**config.mk**
```make
export PLATFORM = sky130hd
export DESIGN_NAME = two_gate_speed_meter
export DESIGN_NICKNAME = d
export VERILOG_FILES = /design/src/rtl/core/tgsm_pkg.sv /design/src/rtl/core/tgsm_divider.sv /design/src/rtl/core/two_gate_speed_meter.sv
export SDC_FILE = /design/constraint.sdc
export NUM_CORES = 1
export LEC_CHECK = 0
export CAP_MARGIN = 5
export CORE_ASPECT_RATIO = 0.6
export CORE_UTILIZATION = 50
export CTS_CLUSTER_SIZE = 14
export DETAILED_ROUTE_END_ITERATION = 7
export DONT_BUFFER_PORTS = 1
export GPL_TIMING_DRIVEN = 0
export PLACE_DENSITY = 0.68
export SYNTH_ARGS = -nofsm -noshare
export SYNTH_HDL_FRONTEND = slang
export SYNTH_SLANG_ARGS = --single-unit
```
**constraint.sdc**
```tcl
create_clock -name clk_i -period 2.6 [get_ports clk_i]
set_clock_uncertainty 0.1 [all_clocks]
set_input_delay 0.65 -clock clk_i [delete_from_list [all_inputs] [get_ports clk_i]]
set_output_delay 0.65 -clock clk_i [all_outputs]
set_load 0.01 [all_outputs]
```
**src/rtl/core/tgsm_pkg.sv**
```systemverilog
// Package with the payload types, constants and divider status for the speed meter.
`timescale 1ns / 1ps

package tgsm_pkg;

  // Widths of the fields.
  localparam int unsigned CountFieldBits = 16;
  localparam int unsigned SpeedFieldBits = 16;
  localparam int unsigned DividendBits   = 32;
  localparam int unsigned OvfBits        = 16;

  // Defaults of the top-level parameters.
  localparam int unsigned CounterBitsDefault = 16;
  localparam int unsigned SpeedBitsDefault   = 16;

  // 0.02 m gate distance times a 10 MHz tick rate.
  localparam logic [DividendBits-1:0] DistanceRateReset = 32'd200000;

  localparam logic [OvfBits-1:0] OvfMax = '1;

  // Codes of the event_kind field.
  localparam logic EvOverflow = 1'b0;
  localparam logic EvCapture  = 1'b1;

  typedef struct packed {
    logic                      event_kind;
    logic [CountFieldBits-1:0] capture_count;
  } in_t;

  typedef struct packed {
    logic [SpeedFieldBits-1:0] speed;
    logic                      saturated;
  } out_t;

  // Status of the divider as seen by the sequencer.
  typedef struct packed {
    logic busy;
    logic done;
  } div_stat_t;

endpackage

```
**src/rtl/core/tgsm_divider.sv**
```systemverilog
// Restoring divider that produces one quotient bit per cycle.
`timescale 1ns / 1ps

module tgsm_divider #(
  parameter int unsigned TICK_BITS = tgsm_pkg::OvfBits + tgsm_pkg::CounterBitsDefault
) (
  input  logic                                clk_i,
  input  logic                                rst_ni,
  input  logic                                start_i,
  input  logic [tgsm_pkg::DividendBits-1:0]   dividend_i,
  input  logic [TICK_BITS-1:0]                divisor_i,
  output tgsm_pkg::div_stat_t                 stat_o,
  output logic [tgsm_pkg::DividendBits-1:0]   quotient_o
);

  localparam int unsigned QBits   = tgsm_pkg::DividendBits;
  localparam int unsigned RemBits = TICK_BITS + 1;
  localparam int unsigned CntBits = $clog2(QBits);
  localparam logic [CntBits-1:0] LastStep = CntBits'(QBits - 1);

  typedef enum logic [1:0] {
    DIV_IDLE,
    DIV_RUN,
    DIV_DONE
  } div_state_e;

  div_state_e           state_q, state_d;
  logic [CntBits-1:0]   cnt_q, cnt_d;
  logic [RemBits-1:0]   rem_q, rem_d;
  logic [QBits-1:0]     quot_q, quot_d;
  logic [TICK_BITS-1:0] dsr_q, dsr_d;

  logic [RemBits-1:0] rem_sh;
  logic [RemBits-1:0] dsr_ext;
  logic               fits;

  // The dividend shifts out of the top of quot_q while quotient bits shift in.
  assign rem_sh  = {rem_q[RemBits-2:0], quot_q[QBits-1]};
  assign dsr_ext = {1'b0, dsr_q};
  assign fits    = (rem_sh >= dsr_ext);

  always_comb begin
    state_d = state_q;
    cnt_d   = cnt_q;
    rem_d   = rem_q;
    quot_d  = quot_q;
    dsr_d   = dsr_q;
    case (state_q)
      DIV_RUN: begin
        rem_d  = fits ? (rem_sh - dsr_ext) : rem_sh;
        quot_d = {quot_q[QBits-2:0], fits};
        cnt_d  = cnt_q + 1'b1;
        if (cnt_q == LastStep) begin
          state_d = DIV_DONE;
        end
      end
      DIV_DONE: begin
        state_d = DIV_IDLE;
      end
      default: begin
        state_d = DIV_IDLE;
      end
    endcase
    if (start_i) begin
      state_d = DIV_RUN;
      cnt_d   = '0;
      rem_d   = '0;
      quot_d  = dividend_i;
      dsr_d   = divisor_i;
    end
  end

  always_ff @(posedge clk_i or negedge rst_ni) begin
    if (!rst_ni) begin
      state_q <= DIV_IDLE;
      cnt_q   <= '0;
      rem_q   <= '0;
      quot_q  <= '0;
      dsr_q   <= '0;
    end else begin
      state_q <= state_d;
      cnt_q   <= cnt_d;
      rem_q   <= rem_d;
      quot_q  <= quot_d;
      dsr_q   <= dsr_d;
    end
  end

  assign stat_o.busy = (state_q == DIV_RUN);
  assign stat_o.done = (state_q == DIV_DONE);
  assign quotient_o  = quot_q;

endmodule

```
**src/rtl/core/two_gate_speed_meter.sv**
```systemverilog
// Top level of the two-gate speed meter: event sequencer, result register, assertions.
//
//   channel | direction | handshake                 | payload
//   in      | input     | in_valid_i / in_stall_o   | tgsm_pkg::in_t
//   out     | output    | out_valid_o / out_stall_i | tgsm_pkg::out_t
//   cfg     | input     | cfg_valid_i / cfg_ready_o | distance_times_rate, 32 bits
//
// An overflow or a first capture is taken while idle and leaves the input open.
// A second capture is accepted, then runs the 32 steps of the bit-serial
// divider, and the result register is loaded once the divider is done.
// The result waits in the divider while the output register is still full.
// Input is stalled from a second capture until its result is registered.
// Reset is asynchronous and active low; the dividend resets to 200000.
`timescale 1ns / 1ps

module two_gate_speed_meter #(
  parameter int unsigned COUNTER_BITS = tgsm_pkg::CounterBitsDefault,
  parameter int unsigned SPEED_BITS   = tgsm_pkg::SpeedBitsDefault
) (
  input  logic                              clk_i,
  input  logic                              rst_ni,
  input  logic                              in_valid_i,
  output logic                              in_stall_o,
  input  tgsm_pkg::in_t                     in_data_i,
  output logic                              out_valid_o,
  input  logic                              out_stall_i,
  output tgsm_pkg::out_t                    out_data_o,
  input  logic                              cfg_valid_i,
  output logic                              cfg_ready_o,
  input  logic [tgsm_pkg::DividendBits-1:0] cfg_data_i
);

  localparam int unsigned TickBits = tgsm_pkg::OvfBits + COUNTER_BITS;
  localparam int unsigned QBits    = tgsm_pkg::DividendBits;
  localparam int unsigned LimBits  = (SPEED_BITS < tgsm_pkg::SpeedFieldBits) ?
                                     SPEED_BITS : tgsm_pkg::SpeedFieldBits;
  localparam logic [QBits-1:0] SpeedLimit = QBits'((64'd1 << LimBits) - 64'd1);

  typedef enum logic [1:0] {
    ST_IDLE,
    ST_DIV,
    ST_HOLD
  } state_e;

  state_e                            state_q;
  logic                              measuring_q;
  logic [tgsm_pkg::OvfBits-1:0]      ovf_q;
  logic [QBits-1:0]                  dtr_q;
  logic                              zero_ticks_q;
  logic                              out_valid_q;
  tgsm_pkg::out_t                    out_data_q;

  logic                in_accept;
  logic                second_cap;
  logic [COUNTER_BITS-1:0] cap_low;
  logic [TickBits-1:0] ticks;
  logic                slot_free;
  logic                load_result;
  logic                over_limit;
  tgsm_pkg::div_stat_t div_stat;
  logic [QBits-1:0]    quotient;

  assign in_accept  = in_valid_i && !in_stall_o;
  assign second_cap = in_accept && (in_data_i.event_kind == tgsm_pkg::EvCapture) && measuring_q;
  // The cast masks a wide capture value and widens a narrow counter alike.
  assign cap_low    = COUNTER_BITS'(in_data_i.capture_count);
  assign ticks      = {ovf_q, cap_low};
  assign slot_free  = !out_valid_q || !out_stall_i;
  assign load_result = ((state_q == ST_DIV && div_stat.done) || state_q == ST_HOLD) && slot_free;
  assign over_limit = zero_ticks_q || (quotient > SpeedLimit);

  tgsm_divider #(
    .TICK_BITS (TickBits)
  ) u_divider (
    .clk_i      (clk_i),
    .rst_ni     (rst_ni),
    .start_i    (second_cap),
    .dividend_i (dtr_q),
    .divisor_i  (ticks),
    .stat_o     (div_stat),
    .quotient_o (quotient)
  );

  always_ff @(posedge clk_i or negedge rst_ni) begin
    if (!rst_ni) begin
      state_q      <= ST_IDLE;
      measuring_q  <= 1'b0;
      ovf_q        <= '0;
      dtr_q        <= tgsm_pkg::DistanceRateReset;
      zero_ticks_q <= 1'b0;
      out_valid_q  <= 1'b0;
      out_data_q   <= '0;
    end else begin
      if (cfg_valid_i) begin
        dtr_q <= cfg_data_i;
      end
      if (load_result) begin
        out_valid_q          <= 1'b1;
        out_data_q.speed     <= over_limit ? SpeedLimit[tgsm_pkg::SpeedFieldBits-1:0]
                                           : quotient[tgsm_pkg::SpeedFieldBits-1:0];
        out_data_q.saturated <= over_limit;
      end else if (!out_stall_i) begin
        out_valid_q <= 1'b0;
      end
      case (state_q)
        ST_IDLE: begin
          if (in_accept) begin
            if (in_data_i.event_kind == tgsm_pkg::EvOverflow) begin
              if (measuring_q && ovf_q != tgsm_pkg::OvfMax) begin
                ovf_q <= ovf_q + 1'b1;
              end
            end else if (!measuring_q) begin
              measuring_q <= 1'b1;
              ovf_q       <= '0;
            end else begin
              measuring_q  <= 1'b0;
              ovf_q        <= '0;
              zero_ticks_q <= (ticks == '0);
              state_q      <= ST_DIV;
            end
          end
        end
        ST_DIV: begin
          if (div_stat.done) begin
            state_q <= load_result ? ST_IDLE : ST_HOLD;
          end
        end
        ST_HOLD: begin
          if (load_result) begin
            state_q <= ST_IDLE;
          end
        end
        default: begin
          state_q <= ST_IDLE;
        end
      endcase
    end
  end

  assign in_stall_o  = (state_q != ST_IDLE);
  assign out_valid_o = out_valid_q;
  assign out_data_o  = out_data_q;
  assign cfg_ready_o = 1'b1;

`ifndef SYNTHESIS
  // No new request may come in while the divider is still working.
  assert property (@(posedge clk_i) disable iff (!rst_ni)
    !in_stall_o |-> !div_stat.busy)
    else $error("input open while divider busy");

  // The divider only finishes for a measurement the sequencer is waiting on.
  assert property (@(posedge clk_i) disable iff (!rst_ni)
    div_stat.done |-> state_q == ST_DIV)
    else $error("divider done outside of divide state");

  // Overflows are never counted outside an armed measurement.
  assert property (@(posedge clk_i) disable iff (!rst_ni)
    !measuring_q |-> ovf_q == '0)
    else $error("overflow count nonzero while idle");

  // A saturated result always carries the speed limit.
  assert property (@(posedge clk_i) disable iff (!rst_ni)
    out_valid_o && out_data_o.saturated |->
      out_data_o.speed == SpeedLimit[tgsm_pkg::SpeedFieldBits-1:0])
    else $error("saturated result without limit value");
`endif

endmodule
```
Yosys cells after proc, flatten, opt, wreduce, memory -nomap -nowiden
Cells that the tools add are included.

Register bits: 173. Input bits: 54. Output and inout port bits: 20. Word-level logic and storage cells: 75.

Add/subtract/negate cells: 3. $lt $le $gt $ge: 2. Equal/unequal tests: 13. Multiplexer cells: 23. Reductions and logical operators: 21.

Operator list (number): 32-bit 2-to-1 mux (5); 16-bit 2-to-1 mux (3); 33-bit by 32-bit greater-or-equal comparator with 1-bit output (1); 32-bit by 16-bit > comparator with 1-bit output, second input constant (1); 32-bit zero test (1); 32-bit subtractor (1); 2-bit 2-to-1 mux (9); 16-bit by 1-bit adder with 16-bit output, second input constant (1); 16-bit inequality test, second input constant (1); 5-bit 2-to-1 mux (2); 2-bit inequality test, second input constant (5); 1-bit logical AND (6); 2-bit one-hot mux with 3 select lines (1); 3-bit AND reduction (2); 2-bit nonzero test (3); 5-bit by 1-bit adder with 5-bit output, second input constant (1); 5-bit equality test, second input constant (1); 5-bit AND reduction (1); 2-bit by 1-bit equality test with 1-bit output, second input constant (2); 2-bit equality test, second input constant (2); 4-bit AND reduction (1); 1-bit zero test (3); 1-bit logical OR (3); 1-bit 2-to-1 mux (3); other kinds (3) (3).

Depth between registers and ports, before layout
Gate-level depths: netlist of run 1.

Depth after elaboration: 7. Depth in mapped cells: 12.

By module
Synthesis of run 1 repeated with hierarchy kept, for this count alone.

Cell total of the unflattened synthesis: 975. Area, all modules: 9405.3 µm².

Modules (own cells, without submodules): tgsm_divider (instances 1, cells an instance 721, area an instance 6319.8 µm²); two_gate_speed_meter (instances 1, cells an instance 254, area an instance 3085.5 µm²).

Least setup slack after synthesis of run 1
No wires, ideal clock.

Kind: register to register. From: register u_divider.rem_q[5]. To: register u_divider.rem_q[0]. Library setup time: 77 ps. Data arrival time: 2502 ps. Path slack: -79 ps. Cell stages (with the launch flop): 11. Buffers on the path: 1. Cells stage by stage: dfrtp_1 > ha_1 > buf_6 > a211oi_2 > nor2_1 > and4b_1 > o21ai_2 > a31o_4 > a31oi_4 > mux2_2 > a21oi_1.

Word-level cells in the longest chain between the ends: 4.

Ends and longest elaborated chain: start, declared (RTL line tgsm_divider.sv:29) `logic [RemBits-1:0] rem_q, rem_d;`; start signal, assigned (RTL line tgsm_divider.sv:83) `rem_q <= rem_d;`; 33-bit by 32-bit greater-or-equal comparator with 1-bit output (RTL line tgsm_divider.sv:40) `assign fits = (rem_sh >= dsr_ext);`; 32-bit 2-to-1 mux (RTL line tgsm_divider.sv:50) `rem_d = fits ? (rem_sh - dsr_ext) : rem_sh;`; 32-bit 2-to-1 mux (RTL line tgsm_divider.sv:48) `case (state_q)`; 32-bit 2-to-1 mux (RTL line tgsm_divider.sv:64) `if (start_i) begin`.

No other way between the ends. The select of a mux whose other input is x is not followed. A chain may end at the register's enable or synchronous reset.

Worst setup path in the final report of run 1
From: register u_divider.rem_q[25]. To: register u_divider.rem_q[22].

The elaborated chain is that of the path after synthesis.

==> impl_metrics.csv, run 1 <==
group,metric,value,unit
pwr,finalPower,17.8,mW
synth,syn_area,0.00932,mm2
clock_network,clk_path_buf_depth,2,
clock_network,cts_max_level,4,
timing,fin_crit_sh,1.13,
synth,syn_inst,984,
floorplan,die_h,108,um
drt,avgRoutedWirePerCell,19.0,um
synth,syn_avg_cell_area,9.47,um2
global_routing,grt-ovfl-total,0,
clock_network,cts_tree,"done",
timing,setup_viol,33,
timing,finalWorstSetupSlack,-343,ps
flow_run,max_cap_violations,0,
timing,min_period,2940,ps
global_routing,grt.total_usage,0.262,
run_status,violations,"negative hold slack, negative setup slack",
critical_path,path_class,"reg2reg",
critical_path,end_kind,"flop",
timing,worst_slew_pin_slew,709,ps
global_routing,grt_max_degree,174,
critical_path,path_max_fanout,4,
global_routing,grt_pass1_vias,6901,
timing,rsz0062_at_grt,"true",
pwr,p_leak,4.64,nW
drt,wl,24900,um
synth,ys_types,74,
drt,vias_per_cell,5.89,
drt,dr.pass1.iters,6,
critical_path,cp.arrival,3190,ps
clock_network,cts_sinks,173,
floorplan,io_pins,74,
clock_network,cts_root_buffer,"clkbuf_16",
clock_network,clk_latency,440,ps
finish,final_common_cell,"dfrtp_1",
placement,placed_area,0.00963,mm2
finish,syn_to_final_growth,19.4,%
pwr,peakVddDrop,807,uV
synth,synth_flop_cell,"dfrtp_1",
finish,fillers,1549,
synth,synth_edf_count,0,
synth,synth_nets,1075,
timing,timing.fmax,0.340,GHz
timing,holdWs,-190,ps
finish,layout_common_cells,"165 x dfrtp_1, 141 x nand2_1, 79 x o21ai_0, 73 x nor2_1, 54 x a21oi_1",
timing,hold_violations,167,
floorplan,fp-row-count,38,
timing,slew_headroom,0.527,
run_status,status,"complete, but fails checks",
min_path,hp-class,"in2async",
critical_path,worst_setup_path_start_kind,"flop",
drt,vias,7708,
synth,async_reset_ff_frac,1.00,
critical_path,required,2840,ps
pwr,pwr_density_cell,1600,mW/mm2
placement,dpl.hpwl,16900,um
drt,drt_iter0_markers,660,
drt,ant_nets,0,
clock_network,clkTransAtPathRegs,70,ps
finish,finish.net_count,1148,
synth,seq_area_frac_synth,0.465,
placement,routabilityCongestion,0.895,
finish,ff_latch_area,0.00434,mm2
finish,diodes,0,
placement,dp_slack,-521,ps
floorplan,die-area,0.0192,mm2
finish,fin_area,0.0111,mm2
floorplan,coreArea,0.0182,mm2
timing,finalSetupTns,-7050,ps
global_routing,grt_first_pass_wirelength,38300,um
finish,multiInputGateArea,0.00496,mm2
drt,drcViolationCount,0,
finish,drive_gt1_frac,0.212,
placement,portBuffers,0,
floorplan,initial_utilization,0.513,
clock_network,cts_inserted_buffers,17,
synth,ys_seq_elements,173,
timing,drv_slew,0,
floorplan,dieWidth,178,um
global_routing,antenna_found_initial,0,
synth,yosysWarnings,0,
## per-stage QoR
step	utilization	std cells
global route	0.613	1309
floorplan	-	984
CTS	0.586	1282
global placement	0.530	1224
finish	0.613	1309
detailed placement	0.530	1224
## power breakdown
part / switching, mW / leakage (nW) / internal, mW
sequential: 0.656 / 2.05 / 3.64
combinational: 5.84 / 2.34 / 5.28
clock: 1.06 / 0.250 / 1.33
total: 7.55 / 4.64 / 10.3
## registers in the layout (all words and copies together), names as in the netlist
signal / cells
u_divider.rem_q: 32
u_divider.state_q: 2
ovf_q: 16
u_divider.cnt_q: 5
dtr_q: 32
u_divider.dsr_q: 32
u_divider.quotient_o: 32
state_q: 2
out_data_o: 17
zero_ticks_q: 1
measuring_q: 1
out_valid_o: 1
## critical path: stages, from the launching register on
cell and delay, ps:
dfrtp_1 420, ha_4 280, buf_6 90, and3_4 180, nand4_1 200, nor4_2 330
nand4_1 160, o211ai_1 240, a31oi_4 90, buf_6 150, or3_4 410, o211ai_1 210
## area by class of cell
type                       instances  area share
multi-input combinational        710       0.445
sequential                       173       0.390
timing repair buffer              57      0.0463
clock buffer                      24      0.0415
buffer                            54      0.0294
tap                              240      0.0270
inverter                          44      0.0148
clock inverter                     7     0.00607
## routing by layer
layer | part of all wire | vias to the layer above | routed length (um) | global-route usage
li1 | - | 3637 | - | -
met1 | 0.53 | 3790 | 13100 | 0.439
met2 | 0.39 | 253 | 9820 | 0.332
met3 | 0.067 | 28 | 1680 | 0.0505
met4 | 0.011 | 0 | 284 | 0.0599
met5 | 0 | - | 0 | 0
## kinds of logic after synthesis
| logic type | count (synthesis) | synth area share |
|---|---|---|
| muxes | 57 | 0.0658 |
| other | 1 | 0.000402 |
| DFF | 173 | 0.465 |
| AOI/OAI and AO/OA | 259 | 0.174 |
| and+or+nand+nor | 314 | 0.154 |
| xor gates and xnor gates | 42 | 0.0395 |
| buffers and inverters | 101 | 0.0503 |
| adders and majority gates | 37 | 0.0505 |
## final timing paths
| path | startpoint | endpoint | slack, ps | cells past startpoint |
|---|---|---|---|---|
| min | rst_ni | u_divider.dsr_q[16] | -190 | 0 |
| max reg2reg | u_divider.rem_q[25] | u_divider.rem_q[22] | -340 | 11 |
| min reg2reg | dtr_q[0] | u_divider.quotient_o[0] | 400 | 1 |
| min in group clk_i | in_data_i[0] | u_divider.dsr_q[0] | 230 | 2 |
| max in group asynchronous | rst_ni | dtr_q[17] | 2260 | 0 |
| max | u_divider.rem_q[25] | u_divider.rem_q[22] | -340 | 11 |
## cell usage after synthesis (4+ instances only)
| cell | n | area share |
|---|---|---|
| nor2b_1 | 7 | 0.0047 |
| xor2_1 | 20 | 0.019 |
| dfstp_2 | 6 | 0.017 |
| buf_2 | 5 | 0.0027 |
| dfrtp_1 | 167 | 0.45 |
| o21ai_0 | 86 | 0.046 |
| ha_1 | 36 | 0.048 |
| o211ai_1 | 6 | 0.0048 |
| o31ai_1 | 4 | 0.0032 |
| inv_1 | 44 | 0.018 |
| o22a_1 | 16 | 0.015 |
| nor2_1 | 74 | 0.030 |
| and3_1 | 16 | 0.011 |
| xnor2_1 | 22 | 0.021 |
| mux2_2 | 34 | 0.041 |
| and2_1 | 4 | 0.0027 |
| nand2_1 | 141 | 0.057 |
| a21o_1 | 5 | 0.0040 |
| or3_1 | 4 | 0.0027 |
| mux2i_1 | 23 | 0.025 |
| a211oi_1 | 4 | 0.0032 |
| nand4_1 | 15 | 0.010 |
| clkbuf_1 | 38 | 0.015 |
| nor3_1 | 10 | 0.0054 |
| nand3_1 | 11 | 0.0059 |
| a31oi_1 | 35 | 0.023 |
| nor4_1 | 11 | 0.0074 |
| a21oi_1 | 69 | 0.037 |
## repair_timing
action	CTS	global route
hold endpoints to repair	172	169
gates resized for setup	55	74
cloned	1	1
endpoints found under the setup margin	54	99
pin swaps	28	33
buffers inserted	27	29
(Power assumes the default switching activity.)
==> run 2, diff against run 1 <==
CTS_BUF_LIST = sky130_fd_sc_hd__clkbuf_8   (was unset)
==> run 2 against run 1 <==
Against the previous run:
- the flow still finishes with violations (negative hold slack, negative setup slack)
- cell area fell by 1.7%
- maximum frequency rose by 0.55%
- via count rose by 0.17%
- critical path depth rose by 2
- setup slack improved by 16 ps
- largest power group unchanged
- highest routed layer unchanged
==> impl_metrics.csv, run 2 (same netlist as run 1, synthesis figures left out) <==
group,metric,value,unit
run_status,status,"complete, but fails checks",
run_status,violations,"negative hold slack, negative setup slack",
finish,syn_to_final_growth,17.4,%
pwr,power.share.sequential,0.251,
drt,drcViolationCount,0,
floorplan,initial_utilization,0.513,
drt,ant_nets,0,
timing,setup_viol,33,
clock_network,cts_inserted_buffers,17,
pwr,p_leak,4.55,nW
timing,timing.fmax,0.342,GHz
pwr,switching_share,0.436,
global_routing,grt.total_usage,0.261,
finish,finish.net_count,1142,
pwr,clkPwrFrac,0.102,
global_routing,grt_pass1_vias,6907,
clock_network,cts_sinks,173,
floorplan,die_h,108,um
floorplan,fp-row-count,38,
global_routing,grt-ovfl-total,0,
drt,vias_per_cell,5.93,
finish,layout_common_cells,"165 x dfrtp_1, 139 x nand2_1, 78 x o21ai_0, 72 x nor2_1, 56 x a21oi_1",
timing,finalWorstSetupSlack,-327,ps
timing,slew_headroom,0.507,
pwr,peakVddDrop,899,uV
min_path,hp-class,"in2async",
critical_path,end_kind,"flop",
clock_network,clkTransAtPathRegs,80,ps
placement,dpl.hpwl,16900,um
drt,avgRoutedWirePerCell,18.9,um
clock_network,clk_latency,500,ps
pwr,p_int,9.64,mW
critical_path,path_max_fanout,4,
clock_network,cts_tree,"done",
global_routing,grt_first_pass_wirelength,38100,um
timing,fin_crit_sh,1.13,
finish,drive_gt1_frac,0.208,
finish,diodes,0,
pwr,p_sw,7.44,mW
critical_path,path_class,"reg2reg",
placement,portBuffers,0,
drt,wl,24700,um
placement,routabilityCongestion,0.895,
drt,drt_iter0_markers,655,
timing,worst_slew_pin_slew,739,ps
timing,hold_violations,169,
pwr,finalPower,17.1,mW
global_routing,grt_max_degree,174,
critical_path,rrSetupSlack,-330,ps
clock_network,clk_path_buf_depth,2,
drt,vias,7721,
floorplan,io_pins,74,
floorplan,coreArea,0.0182,mm2
flow_run,max_cap_violations,0,
critical_path,cp.arrival,3240,ps
drt,dr.pass1.iters,5,
floorplan,dieWidth,178,um
timing,holdWs,-235,ps
timing,drv_slew,0,
clock_network,cts_root_buffer,"clkbuf_8",
timing,finalSetupTns,-6400,ps
floorplan,die-area,0.0192,mm2
timing,rsz0062_at_grt,"true",
critical_path,worst_setup_path_start_kind,"flop",
timing,min_period,2930,ps
clock_network,cts_max_level,4,
pwr,pwr_density_cell,1560,mW/mm2
critical_path,required,2910,ps
pwr,power_frac_comb,0.647,
global_routing,antenna_found_initial,0,
finish,final_common_cell,"dfrtp_1",
==> run 2: cell types whose count changed in the layout (fill, tap and decap cells not counted), moves of 3 or more <==
cell and delta:
clkbuf_8 +17, clkbuf_1 -3, a41oi_2 -3, a41oi_1 +3, clkbuf_2 -3, ha_4 +5, inv_1 +4, clkbuf_16 -16
buf_6 -3, buf_4 -6, ha_1 -5
==> run 2: what timing repair did <==
item,4_1_cts,5_1_grt
gates cloned,1,2
endpoints found under the setup margin,54,101
gates resized for setup,55,71
endpoints found under the hold margin,173,173
pin swaps,23,33
buffers inserted,27,22
==> run 2: final cells by class <==
class                      count  area [um2]
timing repair buffer          52         500
multi-input combinational    710        4980
clock inverter                13        90.1
inverter                      44         165
tap                          240         300
fill                        1572        7220
clock buffer                  18         248
buffer                        53         315
sequential                   173        4340
==> run 2: final timing paths <==
check	start	endpoint	depth (start not counted)
setup / recovery	u_divider.rem_q[25]	u_divider.rem_q[0]	13
hold / removal	rst_ni	ovf_q[1]	0
setup reg to reg	u_divider.rem_q[25]	u_divider.rem_q[0]	13
hold reg to reg	dtr_q[0]	u_divider.quotient_o[0]	1
max in group asynchronous	rst_ni	u_divider.dsr_q[1]	0
min in group clk_i	in_data_i[0]	u_divider.dsr_q[0]	2
==> run 2: power groups by stage <==
stage               registers (mW)  clock network (mW)  logic [mW]
detailed placement            4.26                   0        8.17
floorplan                     4.06                   0        6.55
global placement              4.24                   0        8.06
finish                        4.29                1.74        11.1
CTS                           4.23                1.76        9.42
global route                  4.38                1.87        12.0
==> run 2: layer usage <==
metal,share of wire,vias up,routed length [um],track usage
met5,0,-,0,0
met3,0.069,29,1710,0.0639
met4,0.011,0,277,0.0666
li1,-,3616,-,-
met1,0.53,3830,13000,0.431
met2,0.39,246,9680,0.325
==> run 2: metrics by stage <==
| step | hold slack, ps | cell area (um2) | util | instances | setup WS (ps) |
|---|---|---|---|---|---|
| after floorplan | 254 | 9330 | - | 984 | -11.6 |
| after global placement | 262 | 9630 | 0.530 | 1224 | -535 |
| after detailed placement | 262 | 9630 | 0.530 | 1224 | -521 |
| after CTS | -269 | 10400 | 0.575 | 1282 | -268 |
| after global routing | -285 | 10900 | 0.602 | 1303 | -379 |
| final | -235 | 10900 | 0.602 | 1303 | -327 |
==> run 2: critical path, cell delays in order (launching register included) <==
cell and delay [ps]:
dfrtp_1 430, ha_4 280, buf_6 90, and3_4 180, nand4_1 200, nor4_2 320, nand4_1 160, o211ai_1 210
a31oi_4 100, buf_12 170, buf_8 120, buf_6 100, mux2_4 290, a21oi_2 110
==> run 3, diff against run 2 <==
CORE_UTILIZATION = 28   (was 50)
PLACE_DENSITY = 0.55   (was 0.68)
==> run 3 against run 2 <==
Against the previous run:
- the flow still finishes with violations (negative hold slack, negative setup slack)
- critical path depth down 1
- non-clock buffer count down 7
- register-to-register slack improved by 40 ps
- sequential share of layout area is 0.99 points lower
- critical path type unchanged
- largest cell class unchanged
==> impl_metrics.csv, run 3 (same netlist as run 1, synthesis figures left out) <==
group,metric,value,unit
clock_network,cts_root_buffer,"clkbuf_8",
finish,syn_to_final_growth,20.5,%
placement,placed_area,0.00990,mm2
drt,wl,27100,um
critical_path,end_kind,"flop",
clock_network,cts_sinks,173,
timing,timing.fmax,0.346,GHz
critical_path,critPathBufInv,3,
finish,multiInputGateArea,0.00502,mm2
timing,setup_viol,33,
timing,rsz0062_at_grt,"true",
floorplan,coreArea,0.0326,mm2
global_routing,grt_max_degree,174,
finish,fin_area,0.0112,mm2
floorplan,die-area,0.0341,mm2
floorplan,dieWidth,238,um
critical_path,cp_common_cell,"nand4_1",
global_routing,grt_pass1_vias,7090,
drt,vias_per_cell,5.00,
floorplan,fp-row-count,51,
drt,drcViolationCount,0,
critical_path,worst_setup_path_start_kind,"flop",
global_routing,grt.total_usage,0.162,
floorplan,die_h,143,um
finish,finalNonFillerCells,1510,
critical_path,worst_path_largest_cell_delay,470,ps
drt,dr.pass1.iters,5,
clock_network,cts_inserted_buffers,17,
placement,routabilityCongestion,0.869,
global_routing,antenna_found_initial,4,
finish,layout_common_cells,"162 x dfrtp_1, 138 x nand2_1, 77 x o21ai_0, 73 x nor2_1, 52 x a21oi_1",
timing,drv_slew,0,
placement,portBuffers,0,
flow_run,max_cap_violations,0,
timing,slew_headroom,0.502,
timing,finalWorstSetupSlack,-291,ps
timing,min_period,2890,ps
critical_path,cp.depth,12,
placement,post-place-cells,1434,
finish,ff_latch_area,0.00434,mm2
clock_network,clkTransAtPathRegs,100,ps
finish,final_core_utilization,0.344,
min_path,hp-class,"in2async",
global_routing,grt_first_pass_wirelength,42100,um
timing,holdWs,-259,ps
pwr,pwr_density_cell,1540,mW/mm2
finish,drive_gt1_frac,0.219,
critical_path,rrSetupSlack,-290,ps
clock_network,cts_tree,"done",
run_status,violations,"negative hold slack, negative setup slack",
timing,fin_crit_sh,1.11,
critical_path,required,2930,ps
critical_path,slowest_stage,"dfrtp_2",
pwr,peakVddDrop,613,uV
timing,worst_slew_pin_slew,747,ps
pwr,p_leak,4.53,nW
floorplan,initial_utilization,0.286,
clock_network,clk_latency,500,ps
drt,ant_nets,0,
critical_path,crit_family,"simple AND/OR/NAND/NOR gates",
placement,dp_slack,-612,ps
finish,final_common_cell,"dfrtp_1",
critical_path,path_cells,"ha_4 -> and3_4 -> nand4_1 -> nor4_4 -> nand4_1 -> o211ai_1 -> buf_4 -> a31oi_4 -> buf_12 -> buf_6 -> mux2_4 -> a21oi_2",
finish,fillers,3310,
run_status,status,"complete, but fails checks",
placement,dpl.hpwl,19500,um
drt,avgRoutedWirePerCell,18.0,um
critical_path,path_max_fanout,7,
critical_path,cp.arrival,3220,ps
critical_path,path_class,"reg2reg",
finish,finish.net_count,1136,
drt,drt_iter0_markers,577,
critical_path,worstRegToRegCells,12,
drt,vias,7553,
clock_network,clk_path_buf_depth,2,
timing,hold_violations,167,
global_routing,grt-ovfl-total,0,
clock_network,cts_max_level,4,
floorplan,io_pins,74,
## run 3: final cells by class
| cell class | count | area share |
|---|---|---|
| inverters | 44 | 0.0147 |
| plain buffers | 53 | 0.0286 |
| well taps | 450 | 0.0501 |
| repair buffers | 45 | 0.0365 |
| diodes | 2 | 0.000446 |
| flip-flops and latches | 173 | 0.387 |
| clock inverters | 13 | 0.0126 |
| clock buffers | 19 | 0.0233 |
| multi-input cells | 711 | 0.447 |
## run 3: report_power, final
group / internal, mW / switching, mW
logic: 5.09 / 5.87
registers: 3.63 / 0.660
clock network: 0.908 / 1.08
## run 3: final timing paths
path,startpoint,endpoint
max in group asynchronous,rst_ni,u_divider.rem_q[17]
worst max register to register,u_divider.rem_q[27],u_divider.rem_q[0]
worst min-delay path,rst_ni,ovf_q[0]
worst max-delay path,u_divider.rem_q[27],u_divider.rem_q[0]
worst min register to register,dtr_q[0],u_divider.quotient_o[0]
min in group clk_i,in_data_i[3],u_divider.dsr_q[3]
## run 3: layer usage
| metal | up-vias | GRT usage | routed length [um] |
|---|---|---|---|
| met5 | - | 0 | 0 |
| met4 | 0 | 0.0323 | 148 |
| met3 | 15 | 0.0496 | 1730 |
| met2 | 153 | 0.202 | 10300 |
| met1 | 3768 | 0.261 | 15000 |
| li1 | 3617 | - | - |
## run 3: repair_timing
action | in CTS | in global routing
cloned | 3 | 0
setup endpoints to repair | 82 | 101
setup buffers | 24 | 19
gates resized for setup | 64 | 74
hold endpoints to repair | 173 | 173
pin swaps | 21 | 34
## run 3: per-stage QoR
| step | setup TNS [ps] | total power [mW] | hold slack [ps] |
|---|---|---|---|
| after floorplan | -214 | 10.6 | 254 |
| after global placement | -28340 | 12.4 | 269 |
| after detailed placement | -30120 | 12.6 | 269 |
| after CTS | -5590 | 16.1 | -293 |
| after global routing | -10930 | 18.5 | -305 |
| final | -6420 | 17.2 | -259 |
